==> src/rtl/nqbc_pkg.sv <==
// Shared constants, types and controller states for the N-queens solution counter.
`timescale 1ns / 1ps
`default_nettype none

package nqbc_pkg;

    localparam int MAX_BOARD_DEF = 16;
    localparam int FIRST_W       = 4;
    localparam int CFG_W         = 5;
    localparam int COUNT_W       = 24;

    localparam logic [CFG_W-1:0]   BOARD_RESET = CFG_W'(8);
    localparam logic [COUNT_W-1:0] COUNT_MAX   = {COUNT_W{1'b1}};

    typedef enum logic [1:0] {
        ST_IDLE,
        ST_BUMP,
        ST_SEARCH,
        ST_DONE
    } state_t;

    // Commands from the controller to the datapath.
    typedef struct packed {
        logic init;
        logic step;
        logic bump;
        logic load_out;
    } cmd_t;

    // Status from the datapath to the controller.
    typedef struct packed {
        logic finish;
    } stat_t;

endpackage

`default_nettype wire

==> src/rtl/nqbc_datapath.sv <==
// Search datapath: placement stack, row and diagonal masks, candidate search and counter.
`timescale 1ns / 1ps
`default_nettype none

module nqbc_datapath #(
    parameter int MAX_BOARD = nqbc_pkg::MAX_BOARD_DEF
) (
    input  wire                                  aclk,
    input  wire                                  aresetn,
    input  nqbc_pkg::cmd_t                       cmd,
    input  wire  [$clog2(MAX_BOARD+1)-1:0]       board_n,
    input  wire  [nqbc_pkg::FIRST_W-1:0]         first_row,
    output nqbc_pkg::stat_t                      status,
    output logic [nqbc_pkg::COUNT_W-1:0]         solution_count
);
    import nqbc_pkg::*;

    localparam int COL_W = $clog2(MAX_BOARD + 1);
    localparam int SW    = $clog2(MAX_BOARD);
    localparam int DN    = 2 * MAX_BOARD - 1;
    localparam int DIW   = $clog2(DN);

    logic [COL_W-1:0]   col_reg, col_next;
    logic [COL_W-1:0]   next_reg, next_next;
    logic [MAX_BOARD-1:0] rows_reg, rows_next;
    logic [DN-1:0]      d1_reg, d1_next;
    logic [DN-1:0]      d2_reg, d2_next;
    logic [COUNT_W-1:0] count_reg, count_next;
    logic [COUNT_W-1:0] out_count_reg;
    logic [SW-1:0]      stack_reg [MAX_BOARD];

    logic               stack_we;
    logic [SW-1:0]      stack_waddr;
    logic [SW-1:0]      stack_wdata;

    logic [MAX_BOARD-1:0] cand;
    logic [SW-1:0]      sel;
    logic               placed;
    logic               last_col;
    logic               bump;
    logic [COL_W-1:0]   prev_col;
    logic [SW-1:0]      prev_row;
    logic [SW-1:0]      first_sw;

    // A row is a candidate when it lies in the board, at or after the resume
    // point, and its row and both diagonals are free of earlier queens.
    always_comb begin
        logic [DIW-1:0] i1;
        logic [DIW-1:0] i2;
        cand = '0;
        for (int r = 0; r < MAX_BOARD; r++) begin
            i1 = DIW'(r) + DIW'(col_reg);
            i2 = DIW'(r) + DIW'(MAX_BOARD - 1) - DIW'(col_reg);
            cand[r] = (COL_W'(r) < board_n) && (COL_W'(r) >= next_reg) &&
                      !rows_reg[r] && !d1_reg[i1] && !d2_reg[i2];
        end
        sel = '0;
        for (int r = MAX_BOARD - 1; r >= 0; r--) begin
            if (cand[r]) begin
                sel = SW'(r);
            end
        end
    end

    assign placed   = |cand;
    assign last_col = (col_reg == board_n - COL_W'(1));
    assign prev_col = col_reg - COL_W'(1);
    assign prev_row = stack_reg[prev_col[SW-1:0]];
    assign first_sw = SW'(first_row);
    assign bump     = cmd.bump || (cmd.step && placed && last_col);

    assign status.finish = !placed && (col_reg == COL_W'(1));

    always_comb begin
        col_next    = col_reg;
        next_next   = next_reg;
        rows_next   = rows_reg;
        d1_next     = d1_reg;
        d2_next     = d2_reg;
        stack_we    = 1'b0;
        stack_waddr = col_reg[SW-1:0];
        stack_wdata = sel;
        if (cmd.init) begin
            rows_next = '0;
            d1_next   = '0;
            d2_next   = '0;
            rows_next[first_sw] = 1'b1;
            d1_next[DIW'(first_sw)] = 1'b1;
            d2_next[DIW'(first_sw) + DIW'(MAX_BOARD - 1)] = 1'b1;
            col_next    = COL_W'(1);
            next_next   = '0;
            stack_we    = 1'b1;
            stack_waddr = '0;
            stack_wdata = first_sw;
        end else if (cmd.step) begin
            if (placed) begin
                stack_we = 1'b1;
                if (last_col) begin
                    next_next = COL_W'(sel) + COL_W'(1);
                end else begin
                    rows_next[sel] = 1'b1;
                    d1_next[DIW'(sel) + DIW'(col_reg)] = 1'b1;
                    d2_next[DIW'(sel) + DIW'(MAX_BOARD - 1) - DIW'(col_reg)] = 1'b1;
                    col_next  = col_reg + COL_W'(1);
                    next_next = '0;
                end
            end else if (col_reg != COL_W'(1)) begin
                // Backtrack: lift the queen of the previous column and resume after it.
                rows_next[prev_row] = 1'b0;
                d1_next[DIW'(prev_row) + DIW'(prev_col)] = 1'b0;
                d2_next[DIW'(prev_row) + DIW'(MAX_BOARD - 1) - DIW'(prev_col)] = 1'b0;
                col_next  = prev_col;
                next_next = COL_W'(prev_row) + COL_W'(1);
            end
        end
    end

    always_comb begin
        count_next = count_reg;
        if (cmd.init) begin
            count_next = '0;
        end else if (bump && (count_reg != COUNT_MAX)) begin
            count_next = count_reg + COUNT_W'(1);
        end
    end

    always_ff @(posedge aclk) begin
        if (!aresetn) begin
            col_reg   <= '0;
            count_reg <= '0;
        end else begin
            col_reg   <= col_next;
            count_reg <= count_next;
        end
    end

    always_ff @(posedge aclk) begin
        next_reg <= next_next;
        rows_reg <= rows_next;
        d1_reg   <= d1_next;
        d2_reg   <= d2_next;
        if (cmd.load_out) begin
            out_count_reg <= count_reg;
        end
    end

    always_ff @(posedge aclk) begin
        if (stack_we) begin
            stack_reg[stack_waddr] <= stack_wdata;
        end
    end

    assign solution_count = out_count_reg;

endmodule

`default_nettype wire

==> src/rtl/nqbc_ctrl.sv <==
// Controller: board size register, input check, search sequencing and result handshake.
`timescale 1ns / 1ps
`default_nettype none

module nqbc_ctrl #(
    parameter int MAX_BOARD = nqbc_pkg::MAX_BOARD_DEF
) (
    input  wire                               aclk,
    input  wire                               aresetn,
    input  wire                               s_tvalid,
    output logic                              s_tready,
    input  wire  [nqbc_pkg::FIRST_W-1:0]      first_row,
    output logic                              m_tvalid,
    input  wire                               m_tready,
    output logic                              bad_start,
    input  wire                               cfg_valid,
    output logic                              cfg_ready,
    input  wire  [nqbc_pkg::CFG_W-1:0]        cfg_data,
    output logic [$clog2(MAX_BOARD+1)-1:0]    board_n,
    output nqbc_pkg::cmd_t                    cmd,
    input  nqbc_pkg::stat_t                   status
);
    import nqbc_pkg::*;

    localparam int COL_W = $clog2(MAX_BOARD + 1);

    state_t            state_reg, state_next;
    logic [CFG_W-1:0]  board_reg;
    logic [CFG_W-1:0]  n_clamp;
    logic              bad_reg, bad_next;
    logic              m_valid_reg, m_valid_next;
    logic              m_bad_reg;
    logic              in_xfer;
    logic              out_free;
    logic              bad_now;

    assign cfg_ready = 1'b1;
    assign n_clamp   = (board_reg > CFG_W'(MAX_BOARD)) ? CFG_W'(MAX_BOARD) : board_reg;
    assign board_n   = n_clamp[COL_W-1:0];
    assign bad_now   = (CFG_W'(first_row) >= n_clamp);
    assign s_tready  = (state_reg == ST_IDLE);
    assign in_xfer   = s_tvalid && s_tready;
    assign out_free  = !m_valid_reg || m_tready;

    always_comb begin
        state_next   = state_reg;
        bad_next     = bad_reg;
        m_valid_next = m_valid_reg;
        cmd          = '0;
        if (m_valid_reg && m_tready) begin
            m_valid_next = 1'b0;
        end
        case (state_reg)
            ST_IDLE: begin
                if (in_xfer) begin
                    cmd.init = 1'b1;
                    bad_next = bad_now;
                    if (bad_now) begin
                        state_next = ST_DONE;
                    end else if (n_clamp == CFG_W'(1)) begin
                        state_next = ST_BUMP;
                    end else begin
                        state_next = ST_SEARCH;
                    end
                end
            end
            ST_BUMP: begin
                // A single queen on a board of one is a complete placement.
                cmd.bump   = 1'b1;
                state_next = ST_DONE;
            end
            ST_SEARCH: begin
                cmd.step = 1'b1;
                if (status.finish) begin
                    state_next = ST_DONE;
                end
            end
            ST_DONE: begin
                if (out_free) begin
                    cmd.load_out = 1'b1;
                    m_valid_next = 1'b1;
                    state_next   = ST_IDLE;
                end
            end
            default: begin
                state_next = ST_IDLE;
            end
        endcase
    end

    always_ff @(posedge aclk) begin
        if (!aresetn) begin
            state_reg   <= ST_IDLE;
            board_reg   <= BOARD_RESET;
            m_valid_reg <= 1'b0;
            bad_reg     <= 1'b0;
        end else begin
            state_reg   <= state_next;
            m_valid_reg <= m_valid_next;
            bad_reg     <= bad_next;
            if (cfg_valid && cfg_ready) begin
                board_reg <= cfg_data;
            end
        end
    end

    always_ff @(posedge aclk) begin
        if (cmd.load_out) begin
            m_bad_reg <= bad_reg;
        end
    end

    assign m_tvalid  = m_valid_reg;
    assign bad_start = m_bad_reg;

endmodule

`default_nettype wire

==> src/rtl/nqueens_backtrack_counter.sv <==
// Top level of the N-queens backtracking solution counter with a fixed first queen.
// Sequencing: a bad start row goes from the input transfer straight to the result load; a
// board of one counts its single placement first; otherwise the search steps once per queen
// placed, per complete placement counted and per backtrack, until the second column is exhausted.
// Throughput: one item at a time; the next input transfer is taken once the result is loaded.
// Reset: board size 8, result channel empty; the placement stack is not cleared.
`timescale 1ns / 1ps
`default_nettype none

module nqueens_backtrack_counter #(
    parameter int MAX_BOARD = nqbc_pkg::MAX_BOARD_DEF
) (
    input  wire         aclk,
    input  wire         aresetn,
    input  wire         s_tvalid,
    output logic        s_tready,
    input  wire  [7:0]  s_tdata,   // [3:0] first_row, [7:4] zero
    output logic        m_tvalid,
    input  wire         m_tready,
    output logic [23:0] m_tdata,   // [23:0] solution_count
    output logic [0:0]  m_tuser,   // [0] bad_start
    input  wire         cfg_valid,
    output logic        cfg_ready,
    input  wire  [4:0]  cfg_data   // [4:0] board_size
);
    import nqbc_pkg::*;

    localparam int COL_W = $clog2(MAX_BOARD + 1);

    cmd_t               cmd;
    stat_t              status;
    logic [COL_W-1:0]   board_n;
    logic               bad_start;
    logic [COUNT_W-1:0] solution_count;

    nqbc_ctrl #(
        .MAX_BOARD (MAX_BOARD)
    ) u_ctrl (
        .aclk      (aclk),
        .aresetn   (aresetn),
        .s_tvalid  (s_tvalid),
        .s_tready  (s_tready),
        .first_row (s_tdata[3:0]),
        .m_tvalid  (m_tvalid),
        .m_tready  (m_tready),
        .bad_start (bad_start),
        .cfg_valid (cfg_valid),
        .cfg_ready (cfg_ready),
        .cfg_data  (cfg_data),
        .board_n   (board_n),
        .cmd       (cmd),
        .status    (status)
    );

    nqbc_datapath #(
        .MAX_BOARD (MAX_BOARD)
    ) u_datapath (
        .aclk           (aclk),
        .aresetn        (aresetn),
        .cmd            (cmd),
        .board_n        (board_n),
        .first_row      (s_tdata[3:0]),
        .status         (status),
        .solution_count (solution_count)
    );

    assign m_tdata    = solution_count;
    assign m_tuser[0] = bad_start;

endmodule

`default_nettype wire
==> config.mk <==
export PLATFORM = sky130hd
export DESIGN_NAME = nqueens_backtrack_counter
export DESIGN_NICKNAME = d
export VERILOG_FILES = /design/src/rtl/nqbc_pkg.sv /design/src/rtl/nqbc_datapath.sv /design/src/rtl/nqbc_ctrl.sv /design/src/rtl/nqueens_backtrack_counter.sv
export SDC_FILE = /design/constraint.sdc
export NUM_CORES = 1
export LEC_CHECK = 0
export ABC_AREA = 1
export BUFFER_PORTS_ARGS = -buffer_cell sky130_fd_sc_hd__buf_2
export CAP_MARGIN = 10
export CORE_AREA = 5 5 206 208
export CTS_CLUSTER_SIZE = 30
export DETAILED_ROUTE_END_ITERATION = 7
export DIE_AREA = 0 0 211 213
export GPL_TIMING_DRIVEN = 1
export PLACE_DENSITY = 0.67
export SYNTH_ARGS = -nofsm -noshare
export SYNTH_HDL_FRONTEND = slang
export SYNTH_HIERARCHICAL = 1
export SYNTH_SLANG_ARGS = --single-unit
==> constraint.sdc <==
create_clock -name aclk -period 6.7 [get_ports aclk]
set_clock_uncertainty 0.05 [all_clocks]
set_input_delay 1.34 -clock aclk [delete_from_list [all_inputs] [get_ports aclk]]
set_output_delay 1.34 -clock aclk [all_outputs]
set_load 0.02 [all_outputs]
==> results.cfg <==
[critical_path]
cp-end-kind = register
worstPathRequired_ns = 6.93
criticalPathCategory = reg -> reg
startpoint_type = register
worstPathMaxFanout = 68
critPathArrivalTime_ns = 6.57

[synthesis]
ys.flop_type = edfxtp_1
syn_inst = 2241
syn_area_mm2 = 0.0160
synth_cell_type_count = 69
postSynthAreaPerCell_um2 = 7.13
syn-num-nets = 2312
synth_top_cell_by_area = edfxtp_1
yosys_warnings = 6
async_flop_share_pct = 0
synth_top_area_share_pct = 28.6
synth_common_cells = nand2_1 (515), nand3_1 (340), nor2_1 (189), o21ai_0 (178), inv_1 (177)
synth_edf_count = 152
yosysMostFrequentCell = nand2_1
ys_ff_latch = 210
seq_area_frac_synth_pct = 35.8
synth.top_cells.by_area = edfxtp_1 (29%), nand2_1 (12%), nand3_1 (11%), dfxtp_1 (7.3%), o21ai_0 (5.6%)

[detailed_routing]
drtPass1Iterations = 6
drt_wl_total_um = 59400
vias = 16500
ant_nets = 0
drc_errors = 0
viasPerCell = 5.88
routedWlPerCell_um = 21.2
drt_iter0_drc = 1933

[sta]
rsz0062_at_grt = no
slew_headroom_pct = 37.5
fin_crit_sh_pct = 94.7
finalSetupTns_ns = 0
finalSetupViolCount = 0
max_freq_mhz = 158
worstMarginPinSlew_ns = 0.928
final-max-slew-violation-count = 0
finalCriticalPeriod_ns = 6.34
finalHoldViolCount = 0

[floorplan]
die-area_mm2 = 0.0449
core_area_mm2 = 0.0404
rows = 74
io_pins = 46
dieWidth_um = 211
die_h_um = 213
start_util_pct = 39.6

[placement]
hpwl_um = 44800
gp_congestion = 1.01
numPortBuffers = 40

[min_path]
hold_class = reg -> reg

[clock_network]
clockRootBuffer = clkbuf_16
post_cts_buffers = 0
cts_made_buffers = 25
clk_pin_slew_ns = 0.06
cts_sinks = 210
cts_hold_buf = 0
h-tree-depth = 1
cts_tree = done
cts_buffer_depth = 3
clock_latency_ns = 0.57
ctsResizeCount = 0

[global_routing]
grt_max_degree = 69
antenna_found_initial = 6
grt_pass1_wl_um = 89400
track_usage_pct = 25.6
grt_remaining_overflow = 0
first_global_vias = 15100

[status]
outcome = finished clean

[finish]
fin_util_pct = 43.2
largest_reg_flops = 64
syn_to_final_growth_pct = 9.09
fin_nets = 2318
drive_gt1_share_pct = 7.77

[job]
cap_viol_max_count = 0
-- layout by cell type (no fill, tap or decap), types with 4 or more instances in the layout --
cell type	instances
buf_2	40
o21a_1	14
a21oi_1	141
clkbuf_1	5
inv_1	176
a31oi_1	18
nand2_1	515
clkbuf_16	25
ha_1	49
nand2_2	4
nor2_1	189
nand4_1	22
or2_2	11
inv_2	19
o21ai_0	174
nand3_1	340
dfxtp_1	56
o21ai_1	30
clkinv_1	6
a221o_1	5
clkinvlp_4	6
nor4_1	15
o221ai_1	8
buf_4	32
a21oi_2	4
xor2_1	48
edfxtp_1	152
fa_1	4
nor3_1	31
o211ai_1	27
nand3b_1	4
xnor2_1	11
a22oi_1	4
o31ai_1	17
o21bai_1	4
-- cell type report --
cell class	count	area, um2
diodes	2	5.00
clock buffers	31	658
clock inverters	15	140
fillers	4128	22900
inverters	202	767
multi-input cells	1736	9020
flip-flops and latches	210	5730
well taps	532	666
repair buffers	72	440
-- layer usage --
layer	vias to the layer above	share of wire, %	global-route usage [%]
met5	-	0.037	0
met4	4	5.1	11.7
met3	170	9.2	4.26
met2	872	43	39.2
met1	7689	42	35.7
li1	7738	-	-
-- critical path: stages, from the launching register on --
cell	delay, ns
dfxtp_4	0.41
clkinv_2	0.07
buf_4	0.61
buf_4	0.53
nand2_1	0.15
nand3_1	0.10
nand2_1	0.07
o21ai_0	0.55
a21oi_1	0.15
nand3_1	0.12
nand2_1	0.05
nand2_1	0.08
and2_2	0.16
nand3_2	0.09
nand4_1	0.11
nand2_1	0.06
nand2_1	0.21
inv_1	0.19
ha_1	0.43
inv_1	0.11
a221o_1	0.34
xor2_1	0.57
inv_1	0.19
nand3_1	0.21
nor2_1	0.06
o21ai_0	0.18
o21ai_0	0.11
-- final timing paths --
check	start	endpoint	slack [ns]	cells after the start
hold / removal	u_datapath/count_reg[23]	u_datapath/solution_count[23]	0.42	0
setup / recovery	u_datapath/col_reg[0]	u_datapath/d1_reg[2]	0.36	26
setup reg to reg	u_datapath/col_reg[0]	u_datapath/d1_reg[2]	0.36	26
hold reg to reg	u_datapath/count_reg[23]	u_datapath/solution_count[23]	0.42	0
-- kinds of logic (layout without fill, tap and decap cells) --
| group | Yosys count | count (layout) | synth area share, % |
|---|---|---|---|
| DFF | 210 | 210 | 35.8 |
| other | 1 | 3 | 0.0235 |
| xor gates and xnor gates | 62 | 62 | 3.61 |
| adders and majority gates | 53 | 53 | 4.34 |
| and+or+nand+nor | 1152 | 1152 | 31.7 |
| AOI/OAI and AO/OA | 468 | 468 | 16.8 |
| buffers and inverters | 295 | 320 | 7.71 |
-- through the flow --
stage | cells | hold slack (ns) | area [um2] | worst slack, ns
after global placement | 2752 | 0.406 | 16600 | 0.699
after detailed placement | 2752 | 0.402 | 16600 | 0.629
after CTS | 2798 | 0.417 | 17400 | 0.629
after global routing | 2798 | 0.424 | 17400 | 0.0234
after floorplan | 2241 | 0.379 | 16000 | 1.05
final | 2800 | 0.423 | 17400 | 0.357
Power is left out: the tool's default activity adds up to more than one toggle a clock period on the data nets, which glitch-free logic cannot reach.
